`config.mk`:
```
export PLATFORM = sky130hd
export DESIGN_NAME = antialiased_line_rasterizer_unit_flat
export DESIGN_NICKNAME = d
export VERILOG_FILES = /design/src/rtl/alr_pkg.sv /design/src/rtl/alr_in_if.sv /design/src/rtl/alr_out_if.sv /design/src/rtl/antialiased_line_rasterizer_unit.sv /design/src/rtl/alr_ctrl.sv /design/src/rtl/alr_div.sv /design/src/rtl/alr_datapath.sv /design/src/flat_wrapper.sv
export SDC_FILE = /design/constraint.sdc
export NUM_CORES = 2
export LEC_CHECK = 0
export BUFFER_PORTS_ARGS = -buffer_cell sky130_fd_sc_hd__buf_2
export CELL_PAD_IN_SITES_DETAIL_PLACEMENT = 0
export CELL_PAD_IN_SITES_GLOBAL_PLACEMENT = 1
export CORE_MARGIN = 1
export CORE_UTILIZATION = 55
export CTS_CLUSTER_SIZE = 28
export DETAILED_ROUTE_END_ITERATION = 6
export GPL_TIMING_DRIVEN = 1
export PLACE_DENSITY = 0.95
export SETUP_SLACK_MARGIN = 0.02
export SYNTH_ARGS = -nofsm -noshare
export SYNTH_HDL_FRONTEND = slang
export SYNTH_SLANG_ARGS = --single-unit
```
`constraint.sdc`:
```
create_clock -name clk_i -period 27 [get_ports clk_i]
set_clock_uncertainty 0.2 [all_clocks]
set_input_delay 2.7 -clock clk_i [delete_from_list [all_inputs] [get_ports clk_i]]
set_output_delay 2.7 -clock clk_i [all_outputs]
set_load 0.01 [all_outputs]
```
`src/rtl/alr_pkg.sv`:
```
// ============================================================================
// alr_pkg: shared constants and types of the antialiased line rasterizer
// Widths of the line arithmetic, register codes, and the command and status
// bundles that pass between the controller and the datapath.
// ============================================================================
package alr_pkg;

  // Line arithmetic
  localparam int COORD_BITS = 16;                    // endpoint coordinate width
  localparam int FRAC_BITS  = 16;                    // fraction bits of slope and row
  localparam int PW         = COORD_BITS + 2;        // signed pixel coordinate in line space
  localparam int ACC_W      = COORD_BITS + FRAC_BITS + 2;  // row accumulator
  localparam int SLOPE_W    = FRAC_BITS + 2;         // |slope| <= 1.0
  localparam int WGT_W      = FRAC_BITS + 1;         // weight 0 .. 1.0
  localparam int DIV_W      = COORD_BITS + FRAC_BITS;  // dividend of the slope divide
  localparam int DIV_CNT_W  = $clog2(DIV_W);
  localparam int CLIP_W     = (PW > 14) ? PW : 14;   // compare width for clipping

  localparam logic [WGT_W-1:0] FRAC_ONE = {1'b1, {FRAC_BITS{1'b0}}};

  // Field and register widths
  localparam int SCR_W      = 13;
  localparam int STRIDE_W   = 15;
  localparam int BPP_W      = 6;
  localparam int COLOR_W    = 24;
  localparam int CH_W       = 8;
  localparam int PIX_W      = 12;
  localparam int OFS_W      = 26;
  localparam int CFG_IDX_W  = 3;
  localparam int CFG_DATA_W = 24;

  localparam logic [SCR_W-1:0] SCREEN_MAX = SCR_W'(4096);

  // Operation codes
  localparam logic OP_START = 1'b0;
  localparam logic OP_STEP  = 1'b1;

  // Register indexes
  localparam logic [CFG_IDX_W-1:0] CFG_SCREEN_WIDTH  = CFG_IDX_W'(0);
  localparam logic [CFG_IDX_W-1:0] CFG_SCREEN_HEIGHT = CFG_IDX_W'(1);
  localparam logic [CFG_IDX_W-1:0] CFG_ROW_STRIDE    = CFG_IDX_W'(2);
  localparam logic [CFG_IDX_W-1:0] CFG_BITS_PER_PIX  = CFG_IDX_W'(3);
  localparam logic [CFG_IDX_W-1:0] CFG_FALLBACK      = CFG_IDX_W'(4);

  // Register reset values
  localparam logic [SCR_W-1:0]    RST_SCREEN_WIDTH  = SCR_W'(1920);
  localparam logic [SCR_W-1:0]    RST_SCREEN_HEIGHT = SCR_W'(1080);
  localparam logic [STRIDE_W-1:0] RST_ROW_STRIDE    = STRIDE_W'(7680);
  localparam logic [BPP_W-1:0]    RST_BITS_PER_PIX  = BPP_W'(32);
  localparam logic [COLOR_W-1:0]  RST_FALLBACK      = 24'hFF7F00;

  // Controller to datapath
  typedef struct packed {
    logic load;       // capture a start item
    logic swap;       // decide steepness, swap axes
    logic order;      // order endpoints along the major axis
    logic emit;       // load the output register with a candidate
    logic sel;        // candidate 0 or 1
    logic last;       // final transfer of this item
    logic step_mode;  // candidates come from the stepping state
    logic div_start;  // launch the slope divide
    logic finish;     // commit slope and stepping state
    logic advance;    // move one column
  } alr_cmd_t;

  // Datapath to controller
  typedef struct packed {
    logic busy;       // a line is being stepped
    logic vis0;       // candidate 0 lands on screen with nonzero weight
    logic vis1;       // candidate 1 likewise
    logic single;     // the line is a single point
    logic out_free;   // output register can take a pixel
    logic div_done;   // slope quotient ready
  } alr_sts_t;

endpackage

```
`src/rtl/alr_in_if.sv`:
```
// ============================================================================
// alr_in_if: input item channel
// Valid/ready channel carrying one start or step item.
// ============================================================================
interface alr_in_if;
  logic                                valid;
  logic                                ready;
  logic                                op;
  logic signed [alr_pkg::COORD_BITS-1:0] start_x;
  logic signed [alr_pkg::COORD_BITS-1:0] start_y;
  logic [alr_pkg::COLOR_W-1:0]         start_color;
  logic signed [alr_pkg::COORD_BITS-1:0] end_x;
  logic signed [alr_pkg::COORD_BITS-1:0] end_y;
  logic [alr_pkg::COLOR_W-1:0]         end_color;

  modport source (
    output valid, op, start_x, start_y, start_color, end_x, end_y, end_color,
    input  ready
  );
  modport sink (
    input  valid, op, start_x, start_y, start_color, end_x, end_y, end_color,
    output ready
  );
endinterface

```
`src/rtl/alr_out_if.sv`:
```
// ============================================================================
// alr_out_if: pixel result channel
// Valid/ready channel carrying one weighted pixel write.
// ============================================================================
interface alr_out_if;
  logic                        valid;
  logic                        ready;
  logic [alr_pkg::PIX_W-1:0]   pixel_x;
  logic [alr_pkg::PIX_W-1:0]   pixel_y;
  logic [alr_pkg::OFS_W-1:0]   byte_offset;
  logic [alr_pkg::CH_W-1:0]    blue;
  logic [alr_pkg::CH_W-1:0]    green;
  logic [alr_pkg::CH_W-1:0]    red;
  logic                        last;
  logic                        line_done;

  modport source (
    output valid, pixel_x, pixel_y, byte_offset, blue, green, red, last, line_done,
    input  ready
  );
  modport sink (
    input  valid, pixel_x, pixel_y, byte_offset, blue, green, red, last, line_done,
    output ready
  );
endinterface

```
`src/rtl/antialiased_line_rasterizer_unit.sv`:
```
// ============================================================================
// antialiased_line_rasterizer_unit: Wu-style antialiased line generator
// Start items emit the two endpoints and set up a fixed-point slope; step
// items emit up to two weighted pixels per column.
// ============================================================================
// Step item: the candidate pixels are loaded in S_EMIT0 and S_EMIT1, one per
//   cycle while the output is free; the next item is taken after S_EMIT1.
// Start item: the item passes S_SWAP and S_ORDER before the first endpoint is
//   loaded. The next item waits for the restoring slope divider (a single point
//   skips it), one quotient bit per cycle over 32 bits, and output stalls delay it.
// Reset is asynchronous: registers return to their defaults, no line is active.
module antialiased_line_rasterizer_unit (
  input  logic                           clk_i,
  input  logic                           rst_ni,
  input  logic                           cfg_we_i,
  input  logic [alr_pkg::CFG_IDX_W-1:0]  cfg_idx_i,
  input  logic [alr_pkg::CFG_DATA_W-1:0] cfg_data_i,
  alr_in_if.sink                         in_if,
  alr_out_if.source                      out_if
);

  alr_pkg::alr_cmd_t cmd;
  alr_pkg::alr_sts_t sts;

  // Sequencer
  alr_ctrl u_ctrl (
    .clk_i      (clk_i),
    .rst_ni     (rst_ni),
    .in_valid_i (in_if.valid),
    .in_op_i    (in_if.op),
    .in_ready_o (in_if.ready),
    .sts_i      (sts),
    .cmd_o      (cmd)
  );

  // Datapath
  alr_datapath u_dp (
    .clk_i             (clk_i),
    .rst_ni            (rst_ni),
    .cfg_we_i          (cfg_we_i),
    .cfg_idx_i         (cfg_idx_i),
    .cfg_data_i        (cfg_data_i),
    .in_start_x_i      (in_if.start_x),
    .in_start_y_i      (in_if.start_y),
    .in_start_color_i  (in_if.start_color),
    .in_end_x_i        (in_if.end_x),
    .in_end_y_i        (in_if.end_y),
    .in_end_color_i    (in_if.end_color),
    .cmd_i             (cmd),
    .sts_o             (sts),
    .out_valid_o       (out_if.valid),
    .out_ready_i       (out_if.ready),
    .out_pixel_x_o     (out_if.pixel_x),
    .out_pixel_y_o     (out_if.pixel_y),
    .out_byte_offset_o (out_if.byte_offset),
    .out_blue_o        (out_if.blue),
    .out_green_o       (out_if.green),
    .out_red_o         (out_if.red),
    .out_last_o        (out_if.last),
    .out_line_done_o   (out_if.line_done)
  );

endmodule

```
`src/rtl/alr_ctrl.sv`:
```
// ============================================================================
// alr_ctrl: sequencer of the antialiased line rasterizer
// Takes items, walks a start through swap, order, endpoint emission and the
// slope divide, and a step through its two candidate pixels.
// ============================================================================
module alr_ctrl (
  input  logic              clk_i,
  input  logic              rst_ni,
  input  logic              in_valid_i,
  input  logic              in_op_i,
  output logic              in_ready_o,
  input  alr_pkg::alr_sts_t sts_i,
  output alr_pkg::alr_cmd_t cmd_o
);

  typedef enum logic [2:0] {
    S_IDLE,
    S_SWAP,
    S_ORDER,
    S_EMIT0,
    S_EMIT1,
    S_DIV
  } state_e;

  state_e state_q, state_d;
  logic   mode_q, mode_d;   // 1: stepping item, 0: start item

  // Next state and commands
  always_comb begin
    state_d         = state_q;
    mode_d          = mode_q;
    cmd_o           = '0;
    cmd_o.step_mode = mode_q;
    in_ready_o      = 1'b0;
    case (state_q)
      S_IDLE: begin
        in_ready_o = 1'b1;
        if (in_valid_i) begin
          if (in_op_i == alr_pkg::OP_START) begin
            cmd_o.load = 1'b1;
            mode_d     = 1'b0;
            state_d    = S_SWAP;
          end else if (sts_i.busy) begin
            mode_d  = 1'b1;
            state_d = S_EMIT0;
          end
        end
      end
      S_SWAP: begin
        cmd_o.swap = 1'b1;
        state_d    = S_ORDER;
      end
      S_ORDER: begin
        cmd_o.order = 1'b1;
        state_d     = S_EMIT0;
      end
      S_EMIT0: begin
        if (!sts_i.vis0) begin
          state_d = S_EMIT1;
        end else if (sts_i.out_free) begin
          cmd_o.emit = 1'b1;
          cmd_o.sel  = 1'b0;
          cmd_o.last = !sts_i.vis1;
          state_d    = S_EMIT1;
        end
      end
      S_EMIT1: begin
        if (!sts_i.vis1 || sts_i.out_free) begin
          cmd_o.emit = sts_i.vis1;
          cmd_o.sel  = 1'b1;
          cmd_o.last = 1'b1;
          if (mode_q) begin
            cmd_o.advance = 1'b1;
            state_d       = S_IDLE;
          end else if (sts_i.single) begin
            state_d = S_IDLE;
          end else begin
            cmd_o.div_start = 1'b1;
            state_d         = S_DIV;
          end
        end
      end
      S_DIV: begin
        if (sts_i.div_done) begin
          cmd_o.finish = 1'b1;
          state_d      = S_IDLE;
        end
      end
      default: begin
        state_d = S_IDLE;
      end
    endcase
  end

  // State register
  always_ff @(posedge clk_i or negedge rst_ni) begin
    if (!rst_ni) begin
      state_q <= S_IDLE;
      mode_q  <= 1'b0;
    end else begin
      state_q <= state_d;
      mode_q  <= mode_d;
    end
  end

endmodule

```
`src/rtl/alr_div.sv`:
```
// ============================================================================
// alr_div: restoring divider for the line slope
// Unsigned divide, one quotient bit per cycle; done pulses for one cycle.
// ============================================================================
module alr_div (
  input  logic                             clk_i,
  input  logic                             rst_ni,
  input  logic                             start_i,
  input  logic [alr_pkg::DIV_W-1:0]        dividend_i,
  input  logic [alr_pkg::COORD_BITS-1:0]   divisor_i,
  output logic                             done_o,
  output logic [alr_pkg::DIV_W-1:0]        quotient_o
);

  logic                                busy_q;
  logic                                done_q;
  logic [alr_pkg::DIV_CNT_W-1:0]       cnt_q;
  logic [alr_pkg::COORD_BITS-1:0]      rem_q;
  logic [alr_pkg::COORD_BITS-1:0]      dvs_q;
  logic [alr_pkg::DIV_W-1:0]           quo_q;

  logic [alr_pkg::COORD_BITS:0]        trial;
  logic [alr_pkg::COORD_BITS:0]        diff;
  logic                                fits;
  logic [alr_pkg::COORD_BITS-1:0]      rem_next;

  // One restoring step: shift in the next dividend bit, try the subtract
  assign trial    = {rem_q, quo_q[alr_pkg::DIV_W-1]};
  assign diff     = trial - {1'b0, dvs_q};
  assign fits     = trial >= {1'b0, dvs_q};
  assign rem_next = fits ? diff[alr_pkg::COORD_BITS-1:0] : trial[alr_pkg::COORD_BITS-1:0];

  // Control
  always_ff @(posedge clk_i or negedge rst_ni) begin
    if (!rst_ni) begin
      busy_q <= 1'b0;
      done_q <= 1'b0;
      cnt_q  <= '0;
    end else if (start_i) begin
      busy_q <= 1'b1;
      done_q <= 1'b0;
      cnt_q  <= alr_pkg::DIV_CNT_W'(alr_pkg::DIV_W - 1);
    end else if (busy_q) begin
      if (cnt_q == '0) begin
        busy_q <= 1'b0;
        done_q <= 1'b1;
      end else begin
        cnt_q <= cnt_q - alr_pkg::DIV_CNT_W'(1);
      end
    end else begin
      done_q <= 1'b0;
    end
  end

  // Remainder and quotient shifter; dividend bits leave as quotient bits enter
  always_ff @(posedge clk_i) begin
    if (start_i) begin
      rem_q <= '0;
      dvs_q <= divisor_i;
      quo_q <= dividend_i;
    end else if (busy_q) begin
      rem_q <= rem_next;
      quo_q <= {quo_q[alr_pkg::DIV_W-2:0], fits};
    end
  end

  assign done_o     = done_q;
  assign quotient_o = quo_q;

endmodule

```
`src/rtl/alr_datapath.sv`:
```
// ============================================================================
// alr_datapath: line state, pixel candidates and output register
// Holds the registers, orders the endpoints, steps the fixed-point row,
// clips and weights the two candidate pixels and computes byte offsets.
// ============================================================================
module alr_datapath (
  input  logic                                  clk_i,
  input  logic                                  rst_ni,
  // configuration writes
  input  logic                                  cfg_we_i,
  input  logic [alr_pkg::CFG_IDX_W-1:0]         cfg_idx_i,
  input  logic [alr_pkg::CFG_DATA_W-1:0]        cfg_data_i,
  // start item payload
  input  logic signed [alr_pkg::COORD_BITS-1:0] in_start_x_i,
  input  logic signed [alr_pkg::COORD_BITS-1:0] in_start_y_i,
  input  logic [alr_pkg::COLOR_W-1:0]           in_start_color_i,
  input  logic signed [alr_pkg::COORD_BITS-1:0] in_end_x_i,
  input  logic signed [alr_pkg::COORD_BITS-1:0] in_end_y_i,
  input  logic [alr_pkg::COLOR_W-1:0]           in_end_color_i,
  // sequencer
  input  alr_pkg::alr_cmd_t                     cmd_i,
  output alr_pkg::alr_sts_t                     sts_o,
  // pixel channel
  output logic                                  out_valid_o,
  input  logic                                  out_ready_i,
  output logic [alr_pkg::PIX_W-1:0]             out_pixel_x_o,
  output logic [alr_pkg::PIX_W-1:0]             out_pixel_y_o,
  output logic [alr_pkg::OFS_W-1:0]             out_byte_offset_o,
  output logic [alr_pkg::CH_W-1:0]              out_blue_o,
  output logic [alr_pkg::CH_W-1:0]              out_green_o,
  output logic [alr_pkg::CH_W-1:0]              out_red_o,
  output logic                                  out_last_o,
  output logic                                  out_line_done_o
);

  localparam int C  = alr_pkg::COORD_BITS;
  localparam int F  = alr_pkg::FRAC_BITS;
  localparam int PW = alr_pkg::PW;

  // --------------------------------------------------------------------------
  // Configuration registers
  // --------------------------------------------------------------------------
  logic [alr_pkg::SCR_W-1:0]    width_q, height_q;
  logic [alr_pkg::STRIDE_W-1:0] stride_q;
  logic [alr_pkg::BPP_W-1:0]    bpp_q;
  logic [alr_pkg::COLOR_W-1:0]  fallback_q;

  always_ff @(posedge clk_i or negedge rst_ni) begin
    if (!rst_ni) begin
      width_q    <= alr_pkg::RST_SCREEN_WIDTH;
      height_q   <= alr_pkg::RST_SCREEN_HEIGHT;
      stride_q   <= alr_pkg::RST_ROW_STRIDE;
      bpp_q      <= alr_pkg::RST_BITS_PER_PIX;
      fallback_q <= alr_pkg::RST_FALLBACK;
    end else if (cfg_we_i) begin
      case (cfg_idx_i)
        alr_pkg::CFG_SCREEN_WIDTH:  width_q    <= cfg_data_i[alr_pkg::SCR_W-1:0];
        alr_pkg::CFG_SCREEN_HEIGHT: height_q   <= cfg_data_i[alr_pkg::SCR_W-1:0];
        alr_pkg::CFG_ROW_STRIDE:    stride_q   <= cfg_data_i[alr_pkg::STRIDE_W-1:0];
        alr_pkg::CFG_BITS_PER_PIX:  bpp_q      <= cfg_data_i[alr_pkg::BPP_W-1:0];
        alr_pkg::CFG_FALLBACK:      fallback_q <= cfg_data_i[alr_pkg::COLOR_W-1:0];
        default: ;
      endcase
    end
  end

  // Clip bounds saturate at the addressable screen size
  logic [alr_pkg::SCR_W-1:0] bound_w, bound_h;
  assign bound_w = (width_q  > alr_pkg::SCREEN_MAX) ? alr_pkg::SCREEN_MAX : width_q;
  assign bound_h = (height_q > alr_pkg::SCREEN_MAX) ? alr_pkg::SCREEN_MAX : height_q;

  // --------------------------------------------------------------------------
  // Start item capture; zero colors take the fallback
  // --------------------------------------------------------------------------
  logic signed [C-1:0]          rx1_q, ry1_q, rx2_q, ry2_q;
  logic [alr_pkg::COLOR_W-1:0]  c1_q, c2_q;

  always_ff @(posedge clk_i) begin
    if (cmd_i.load) begin
      rx1_q <= in_start_x_i;
      ry1_q <= in_start_y_i;
      rx2_q <= in_end_x_i;
      ry2_q <= in_end_y_i;
      c1_q  <= (in_start_color_i == '0) ? fallback_q : in_start_color_i;
      c2_q  <= (in_end_color_i   == '0) ? fallback_q : in_end_color_i;
    end
  end

  // --------------------------------------------------------------------------
  // Steepness and axis swap
  // --------------------------------------------------------------------------
  logic signed [C:0]   ddx, ddy, ndx, ndy;
  logic [C-1:0]        adx, ady;
  logic                steep_d, steep_q;
  logic signed [C-1:0] a1_q, b1_q, a2_q, b2_q;

  assign ddx     = {rx2_q[C-1], rx2_q} - {rx1_q[C-1], rx1_q};
  assign ddy     = {ry2_q[C-1], ry2_q} - {ry1_q[C-1], ry1_q};
  assign ndx     = -ddx;
  assign ndy     = -ddy;
  assign adx     = ddx[C] ? ndx[C-1:0] : ddx[C-1:0];
  assign ady     = ddy[C] ? ndy[C-1:0] : ddy[C-1:0];
  assign steep_d = ady > adx;

  always_ff @(posedge clk_i) begin
    if (cmd_i.swap) begin
      a1_q <= steep_d ? ry1_q : rx1_q;
      b1_q <= steep_d ? rx1_q : ry1_q;
      a2_q <= steep_d ? ry2_q : rx2_q;
      b2_q <= steep_d ? rx2_q : ry2_q;
    end
  end

  // --------------------------------------------------------------------------
  // Endpoint ordering along the major axis
  // --------------------------------------------------------------------------
  logic                swap_ends;
  logic signed [C-1:0] ox1_q, oy1_q, ox2_q, oy2_q;

  assign swap_ends = a1_q > a2_q;

  always_ff @(posedge clk_i) begin
    if (cmd_i.order) begin
      ox1_q <= swap_ends ? a2_q : a1_q;
      oy1_q <= swap_ends ? b2_q : b1_q;
      ox2_q <= swap_ends ? a1_q : a2_q;
      oy2_q <= swap_ends ? b1_q : b2_q;
    end
  end

  // Extents of the ordered line; |dy| never exceeds dx
  logic [C-1:0]        dx, ady_o;
  logic signed [C:0]   dy, ndy_o;
  logic                single;

  assign dx     = ox2_q - ox1_q;
  assign dy     = {oy2_q[C-1], oy2_q} - {oy1_q[C-1], oy1_q};
  assign ndy_o  = -dy;
  assign ady_o  = dy[C] ? ndy_o[C-1:0] : dy[C-1:0];
  assign single = dx == '0;

  // --------------------------------------------------------------------------
  // Slope divide
  // --------------------------------------------------------------------------
  logic                      div_done;
  logic [alr_pkg::DIV_W-1:0] div_q;

  alr_div u_div (
    .clk_i      (clk_i),
    .rst_ni     (rst_ni),
    .start_i    (cmd_i.div_start),
    .dividend_i ({ady_o, {F{1'b0}}}),
    .divisor_i  (dx),
    .done_o     (div_done),
    .quotient_o (div_q)
  );

  // Signed slope, truncated toward zero, and the first stepped row
  logic signed [alr_pkg::SLOPE_W-1:0] slope_mag, slope_new;
  logic signed [alr_pkg::ACC_W-1:0]   accum_new;

  assign slope_mag = {1'b0, div_q[F:0]};
  assign slope_new = dy[C] ? -slope_mag : slope_mag;
  assign accum_new = {{(alr_pkg::ACC_W-C-F){oy1_q[C-1]}}, oy1_q, {F{1'b0}}}
                   + {{(alr_pkg::ACC_W-alr_pkg::SLOPE_W){slope_new[alr_pkg::SLOPE_W-1]}},
                      slope_new};

  // --------------------------------------------------------------------------
  // Stepping state
  // --------------------------------------------------------------------------
  logic                               busy_q;
  logic signed [alr_pkg::ACC_W-1:0]   accum_q;
  logic signed [alr_pkg::SLOPE_W-1:0] slope_q;
  logic signed [PW-1:0]               column_q;
  logic signed [C-1:0]                last_col_q;
  logic [alr_pkg::COLOR_W-1:0]        line_color_q;
  logic signed [PW-1:0]               last_col_ext;
  logic                               step_done;

  assign last_col_ext = {{(PW-C){last_col_q[C-1]}}, last_col_q};
  assign step_done    = column_q >= last_col_ext;

  always_ff @(posedge clk_i or negedge rst_ni) begin
    if (!rst_ni) begin
      busy_q       <= 1'b0;
      steep_q      <= 1'b0;
      accum_q      <= '0;
      slope_q      <= '0;
      column_q     <= '0;
      last_col_q   <= '0;
      line_color_q <= '0;
    end else begin
      if (cmd_i.load) begin
        busy_q <= 1'b0;
      end
      if (cmd_i.swap) begin
        steep_q <= steep_d;
      end
      if (cmd_i.finish) begin
        busy_q       <= 1'b1;
        slope_q      <= slope_new;
        accum_q      <= accum_new;
        column_q     <= {{(PW-C){ox1_q[C-1]}}, ox1_q} + PW'(1);
        last_col_q   <= ox2_q;
        line_color_q <= c2_q;
      end
      if (cmd_i.advance) begin
        accum_q  <= accum_q + {{(alr_pkg::ACC_W-alr_pkg::SLOPE_W){slope_q[alr_pkg::SLOPE_W-1]}},
                               slope_q};
        column_q <= column_q + PW'(1);
        if (step_done) begin
          busy_q <= 1'b0;
        end
      end
    end
  end

  // --------------------------------------------------------------------------
  // Candidate pixels: the two endpoints, or the two rows straddling the line
  // --------------------------------------------------------------------------
  logic [F-1:0]                 frac;
  logic signed [PW-1:0]         row_lo, row_hi;
  logic signed [PW-1:0]         a0, b0, a1, b1;
  logic signed [PW-1:0]         sx0, sy0, sx1, sy1;
  logic [alr_pkg::WGT_W-1:0]    w0, w1;
  logic [alr_pkg::COLOR_W-1:0]  col0, col1;
  logic                         done_flag;
  logic                         vis0, vis1;

  assign frac   = accum_q[F-1:0];
  assign row_lo = accum_q[alr_pkg::ACC_W-1:F];
  assign row_hi = row_lo + PW'(1);

  assign a0 = cmd_i.step_mode ? column_q : {{(PW-C){ox1_q[C-1]}}, ox1_q};
  assign b0 = cmd_i.step_mode ? row_lo   : {{(PW-C){oy1_q[C-1]}}, oy1_q};
  assign a1 = cmd_i.step_mode ? column_q : {{(PW-C){ox2_q[C-1]}}, ox2_q};
  assign b1 = cmd_i.step_mode ? row_hi   : {{(PW-C){oy2_q[C-1]}}, oy2_q};

  assign w0 = cmd_i.step_mode ? alr_pkg::FRAC_ONE - {1'b0, frac} : alr_pkg::FRAC_ONE;
  assign w1 = cmd_i.step_mode ? {1'b0, frac} : alr_pkg::FRAC_ONE;

  assign col0      = cmd_i.step_mode ? line_color_q : c1_q;
  assign col1      = cmd_i.step_mode ? line_color_q : c2_q;
  assign done_flag = cmd_i.step_mode ? step_done : single;

  // Back to screen axes
  assign sx0 = steep_q ? b0 : a0;
  assign sy0 = steep_q ? a0 : b0;
  assign sx1 = steep_q ? b1 : a1;
  assign sy1 = steep_q ? a1 : b1;

  function automatic logic on_screen(input logic signed [PW-1:0]     x,
                                     input logic signed [PW-1:0]     y,
                                     input logic [alr_pkg::SCR_W-1:0] bw,
                                     input logic [alr_pkg::SCR_W-1:0] bh);
    logic [alr_pkg::CLIP_W-1:0] xe, ye;
    xe = alr_pkg::CLIP_W'(x);
    ye = alr_pkg::CLIP_W'(y);
    return !x[PW-1] && !y[PW-1] &&
           (xe < alr_pkg::CLIP_W'(bw)) && (ye < alr_pkg::CLIP_W'(bh));
  endfunction

  assign vis0 = on_screen(sx0, sy0, bound_w, bound_h) && (w0 != '0);
  assign vis1 = on_screen(sx1, sy1, bound_w, bound_h) && (w1 != '0);

  // --------------------------------------------------------------------------
  // Selected pixel: address and weighted channels
  // --------------------------------------------------------------------------
  function automatic logic [alr_pkg::CH_W-1:0] scale(input logic [alr_pkg::CH_W-1:0]  ch,
                                                     input logic [alr_pkg::WGT_W-1:0] w);
    logic [alr_pkg::CH_W+alr_pkg::WGT_W-1:0] p;
    p = (alr_pkg::CH_W+alr_pkg::WGT_W)'(ch) * (alr_pkg::CH_W+alr_pkg::WGT_W)'(w);
    return p[F +: alr_pkg::CH_W];
  endfunction

  localparam int ROW_W = alr_pkg::PIX_W + alr_pkg::STRIDE_W;

  logic [alr_pkg::PIX_W-1:0]   px, py;
  logic [alr_pkg::WGT_W-1:0]   w_sel;
  logic [alr_pkg::COLOR_W-1:0] col_sel;
  logic [2:0]                  bytes_pp;
  logic [ROW_W-1:0]            ofs_row, ofs_col, ofs_sum;

  assign px       = cmd_i.sel ? sx1[alr_pkg::PIX_W-1:0] : sx0[alr_pkg::PIX_W-1:0];
  assign py       = cmd_i.sel ? sy1[alr_pkg::PIX_W-1:0] : sy0[alr_pkg::PIX_W-1:0];
  assign w_sel    = cmd_i.sel ? w1 : w0;
  assign col_sel  = cmd_i.sel ? col1 : col0;
  assign bytes_pp = bpp_q[alr_pkg::BPP_W-1:3];
  assign ofs_row  = ROW_W'(py) * ROW_W'(stride_q);
  assign ofs_col  = ROW_W'(px) * ROW_W'(bytes_pp);
  assign ofs_sum  = ofs_row + ofs_col;

  // --------------------------------------------------------------------------
  // Output register
  // --------------------------------------------------------------------------
  logic out_valid_q;
  logic out_free;

  assign out_free = !out_valid_q || out_ready_i;

  always_ff @(posedge clk_i or negedge rst_ni) begin
    if (!rst_ni) begin
      out_valid_q <= 1'b0;
    end else if (cmd_i.emit) begin
      out_valid_q <= 1'b1;
    end else if (out_ready_i) begin
      out_valid_q <= 1'b0;
    end
  end

  always_ff @(posedge clk_i) begin
    if (cmd_i.emit) begin
      out_pixel_x_o     <= px;
      out_pixel_y_o     <= py;
      out_byte_offset_o <= ofs_sum[alr_pkg::OFS_W-1:0];
      out_blue_o        <= scale(col_sel[7:0],   w_sel);
      out_green_o       <= scale(col_sel[15:8],  w_sel);
      out_red_o         <= scale(col_sel[23:16], w_sel);
      out_last_o        <= cmd_i.last;
      out_line_done_o   <= done_flag;
    end
  end

  assign out_valid_o = out_valid_q;

  // Status back to the sequencer
  assign sts_o.busy     = busy_q;
  assign sts_o.vis0     = vis0;
  assign sts_o.vis1     = vis1;
  assign sts_o.single   = single;
  assign sts_o.out_free = out_free;
  assign sts_o.div_done = div_done;

`ifndef SYNTHESIS
  // A pixel is only loaded when the output register can take it
  a_emit_free: assert property (@(posedge clk_i) disable iff (!rst_ni)
    cmd_i.emit |-> out_free)
    else $error("pixel loaded while output register still held");

  // The slope divide never starts on a single-point line
  a_div_nonzero: assert property (@(posedge clk_i) disable iff (!rst_ni)
    cmd_i.div_start |-> (dx != '0))
    else $error("slope divide started with zero divisor");

  // The major axis guarantees |slope| <= 1.0
  a_slope_range: assert property (@(posedge clk_i) disable iff (!rst_ni)
    cmd_i.finish |-> (div_q <= alr_pkg::DIV_W'(alr_pkg::FRAC_ONE)))
    else $error("slope quotient above one");

  // Stepping begins only when a slope has been committed
  a_busy_rise: assert property (@(posedge clk_i) disable iff (!rst_ni)
    $rose(busy_q) |-> $past(cmd_i.finish))
    else $error("line became active without a committed slope");
`endif

endmodule

```
`src/flat_wrapper.sv`:
```
// flat-port wrapper written by rule: the top's interface ports become plain ports
module antialiased_line_rasterizer_unit_flat 
  (clk_i, rst_ni, cfg_we_i, cfg_idx_i, cfg_data_i, in_if_valid, in_if_op, in_if_start_x, in_if_start_y, in_if_start_color, in_if_end_x, in_if_end_y, in_if_end_color, in_if_ready, out_if_valid, out_if_pixel_x, out_if_pixel_y, out_if_byte_offset, out_if_blue, out_if_green, out_if_red, out_if_last, out_if_line_done, out_if_ready);
  alr_in_if in_if_i ();
  alr_out_if out_if_i ();
  input  logic clk_i;
  input  logic rst_ni;
  input  logic cfg_we_i;
  input  logic [alr_pkg::CFG_IDX_W-1:0] cfg_idx_i;
  input  logic [alr_pkg::CFG_DATA_W-1:0] cfg_data_i;
  input wire logic [$bits(in_if_i.valid)-1:0] in_if_valid;
  input wire logic [$bits(in_if_i.op)-1:0] in_if_op;
  input wire logic [$bits(in_if_i.start_x)-1:0] in_if_start_x;
  input wire logic [$bits(in_if_i.start_y)-1:0] in_if_start_y;
  input wire logic [$bits(in_if_i.start_color)-1:0] in_if_start_color;
  input wire logic [$bits(in_if_i.end_x)-1:0] in_if_end_x;
  input wire logic [$bits(in_if_i.end_y)-1:0] in_if_end_y;
  input wire logic [$bits(in_if_i.end_color)-1:0] in_if_end_color;
  output wire logic [$bits(in_if_i.ready)-1:0] in_if_ready;
  output wire logic [$bits(out_if_i.valid)-1:0] out_if_valid;
  output wire logic [$bits(out_if_i.pixel_x)-1:0] out_if_pixel_x;
  output wire logic [$bits(out_if_i.pixel_y)-1:0] out_if_pixel_y;
  output wire logic [$bits(out_if_i.byte_offset)-1:0] out_if_byte_offset;
  output wire logic [$bits(out_if_i.blue)-1:0] out_if_blue;
  output wire logic [$bits(out_if_i.green)-1:0] out_if_green;
  output wire logic [$bits(out_if_i.red)-1:0] out_if_red;
  output wire logic [$bits(out_if_i.last)-1:0] out_if_last;
  output wire logic [$bits(out_if_i.line_done)-1:0] out_if_line_done;
  input wire logic [$bits(out_if_i.ready)-1:0] out_if_ready;
  assign in_if_i.valid = in_if_valid;
  assign in_if_i.op = in_if_op;
  assign in_if_i.start_x = in_if_start_x;
  assign in_if_i.start_y = in_if_start_y;
  assign in_if_i.start_color = in_if_start_color;
  assign in_if_i.end_x = in_if_end_x;
  assign in_if_i.end_y = in_if_end_y;
  assign in_if_i.end_color = in_if_end_color;
  assign in_if_ready = in_if_i.ready;
  assign out_if_valid = out_if_i.valid;
  assign out_if_pixel_x = out_if_i.pixel_x;
  assign out_if_pixel_y = out_if_i.pixel_y;
  assign out_if_byte_offset = out_if_i.byte_offset;
  assign out_if_blue = out_if_i.blue;
  assign out_if_green = out_if_i.green;
  assign out_if_red = out_if_i.red;
  assign out_if_last = out_if_i.last;
  assign out_if_line_done = out_if_i.line_done;
  assign out_if_i.ready = out_if_ready;
  antialiased_line_rasterizer_unit u_core (.clk_i(clk_i), .rst_ni(rst_ni), .cfg_we_i(cfg_we_i), .cfg_idx_i(cfg_idx_i), .cfg_data_i(cfg_data_i), .in_if(in_if_i), .out_if(out_if_i));
endmodule
```
==> flow_summary.yaml <==
outcome:
  status: "completed"
grt:
  grt.busiest_layer: "met2"
  grt_max_degree: 82
  use_met3: 0.0426
  grt_usage: 0.296
  grt_pass1_vias: 40315
  grt_use_met2: 0.486
  gr-total-overflow: 0
  grt_use_met1: 0.388
  antenna_found_initial: 2
  grt_pass1_wl_um: 224000
cells_and_area:
  layout-drive-gt1-share: 0.125
  ff_latch_area_um2: 15900
  multi_input_comb_area_um2: 33500
  n_antenna_cell: 0
  layout.nets: 6532
  fillers: 7882
  area_growth_syn_to_layout_pct: 8.99
worst_hold_path:
  hp-class: "reg2reg"
  hold_start: "u_core.u_dp.c2_q[18]$_DFFE_PP_"
clock_network:
  clkLatencyLatePin_ps: 670
  cts_made_buffers: 67
  cts_buffer_depth: 3
  cts_tree: "yes"
  post_cts_buffers: 0
  cts_resized: 0
  cts_num_sinks: 572
  path_clk_slew_ps: 60
  root_buffer: "clkbuf_16"
  htree_levels: 3
  hold_buffers: 0
worst_setup_path:
  start_kind: "flop"
  critPathKind: "reg2reg"
  critical-path-max-stage-delay_ps: 1160
  crit_path_start: "u_core.u_ctrl.mode_q$_DFFE_PN0P_"
  path_max_fanout: 81
  crit_top_cell: "fa_1"
  r2r_start: "u_core.u_ctrl.mode_q$_DFFE_PN0P_"
  cpMaxStageDelayCell: "o21ai_1"
  required_ps: 27200
  worstSetupEndpointType: "flop"
  arrival_ps: 11880
place:
  io_buffers: 222
  hpwlAfterDp_um: 108000
  gp_congestion: 0.986
timing:
  slew_headroom: 0.0305
  hold_violations: 0
  worst_pin_slew_ps: 1440
  slew_violations: 0
  max_freq_mhz: 85.6
  period_share: 0.432
  setup_viol: 0
  rsz0062_at_grt: "no"
  post-route-min-period_ps: 11680
  tns_ps: 0
floorplan:
  die_width_um: 312
  rows: 113
  die_area_um2: 97000
  start_util: 0.555
  die_y_um: 312
  coreArea_um2: 95000
  io_pins: 223
yosys:
  synth_edf_count: 348
  synthTopCellsByCount: "653 x inv_1, 637 x nand2_1, 442 x ha_1"
  seq_area_frac_synth: 0.302
  synthAdderAreaFrac: 0.270
  syn_area_per_cell_um2: 9.80
  ys.flop_type: "edfxtp_1"
  synth_xor_area_frac: 0.0417
  synth_compound_area_frac: 0.106
  synth_nets: 6398
  yosys.area_share.simple: 0.147
  yosys-mux-area-fraction: 0.0692
  ys_types: 105
  syn-cell-area_um2: 52700
  ys_seq_elements: 572
  netlist_instances: 5376
  synth_top_area_frac: 0.198
  synth_area_leaders: "edfxtp_1 20%, fa_1 17%, ha_1 10%"
  yosysWarnings: 0
  postSynth.asyncResetShare: 0.336
  synth_top_family_by_area: "adder cells"
  synth_top_cell_by_area: "edfxtp_1"
  yosysMostFrequentCell: "inv_1"
routing:
  drc_errors: 0
  drt_iter0_drc: 3142
  vias_per_cell: 5.88
  firstDrtPassIters: 7
  num_vias: 40184
  drtAntennaViolNets: 0
  wl_per_cell_um: 20.8
  drt-total-wl_um: 142000
run:
  drv_cap: 0
cell type report:
class | count | area share
clock buffers | 85 | 0.0313
repair buffers | 282 | 0.0273
multi-input cells | 3933 | 0.584
inverters | 654 | 0.0427
flip-flops and latches | 572 | 0.278
well taps | 1265 | 0.0276
clock inverters | 39 | 0.00939
cells in the final DEF (no fill, tap or decap), types with 68 or more instances in the layout:
master,n
o21ai_0,163
and2_1,157
edfxtp_1,348
nand2_1,637
mux2i_1,104
mux2_2,187
dfrtp_1,161
fa_1,435
a21o_1,139
nand2b_1,70
a21oi_1,185
xnor2_1,155
buf_2,221
inv_1,653
clkbuf_16,68
nor2_1,397
ha_1,442
nor3_1,76
xor2_1,96
per-stage QoR:
stage                     hold slack (ps)  instance area (um2)  instances  worst slack, ps  utilization
after floorplan                       240                52700       5376            16680            -
after global placement                247                55100       6706            15660        0.580
after detailed placement              254                55100       6706            15570        0.580
after CTS                             268                57400       6830            15510        0.604
after global routing                  280                57400       6830            14780        0.604
final                                 266                57400       6830            15320        0.604
metal layers:
layer  part of all wire  wire length [um]
met4              0.050              7090
met3              0.075             10600
met1               0.41             57800
met5                  0                 0
met2               0.47             66600
kinds of logic after synthesis:
kind of cell,count (synthesis)
DFF,572
muxes,313
AOI/OAI and AO/OA,832
adders and majority gates,877
and+or+nand+nor,1660
buffers and inverters,871
xor gates and xnor gates,251
state kept, by name, indices dropped and copies added (netlist names), 18 cells and up:
register,flops
u_core.u_dp.line_color_q,24
u_core.u_dp.out_byte_offset_o,26
u_core.u_dp.c2_q,24
u_core.u_dp.column_q,18
u_core.u_dp.slope_q,18
u_core.u_dp.accum_q,34
u_core.u_dp.c1_q,24
u_core.u_dp.fallback_q,24
u_core.u_dp.u_div.quotient_o,32
worst max-delay path, delay by kind of cell, from the launching register on:
| family | cells | cell delay [ps] |
|---|---|---|
| fa+ha+maj | 8 | 3360 |
| mux | 2 | 640 |
| simple gates | 7 | 1070 |
| flops | 1 | 960 |
| buf+inv | 6 | 1200 |
| xor+xnor | 1 | 120 |
| compound gates | 12 | 3820 |
path summary, 6_finish.rpt:
kind	depth (start not counted)	slack [ps]	to
max	36	15320	u_core.u_dp.out_byte_offset_o[25]$_DFFE_PP_
min	2	270	u_core.u_dp.line_color_q[18]$_DFFE_PN0P_
max reg2reg	36	15320	u_core.u_dp.out_byte_offset_o[25]$_DFFE_PP_
min reg2reg	2	270	u_core.u_dp.line_color_q[18]$_DFFE_PN0P_
max in group asynchronous	2	23350	u_core.u_ctrl.mode_q$_DFFE_PN0P_
min in group asynchronous	1	1870	u_core.u_dp.last_col_q[12]$_DFFE_PN0P_
Power is left out: the tool's default activity adds up to more than one toggle a clock period on the data nets, which glitch-free logic cannot reach.
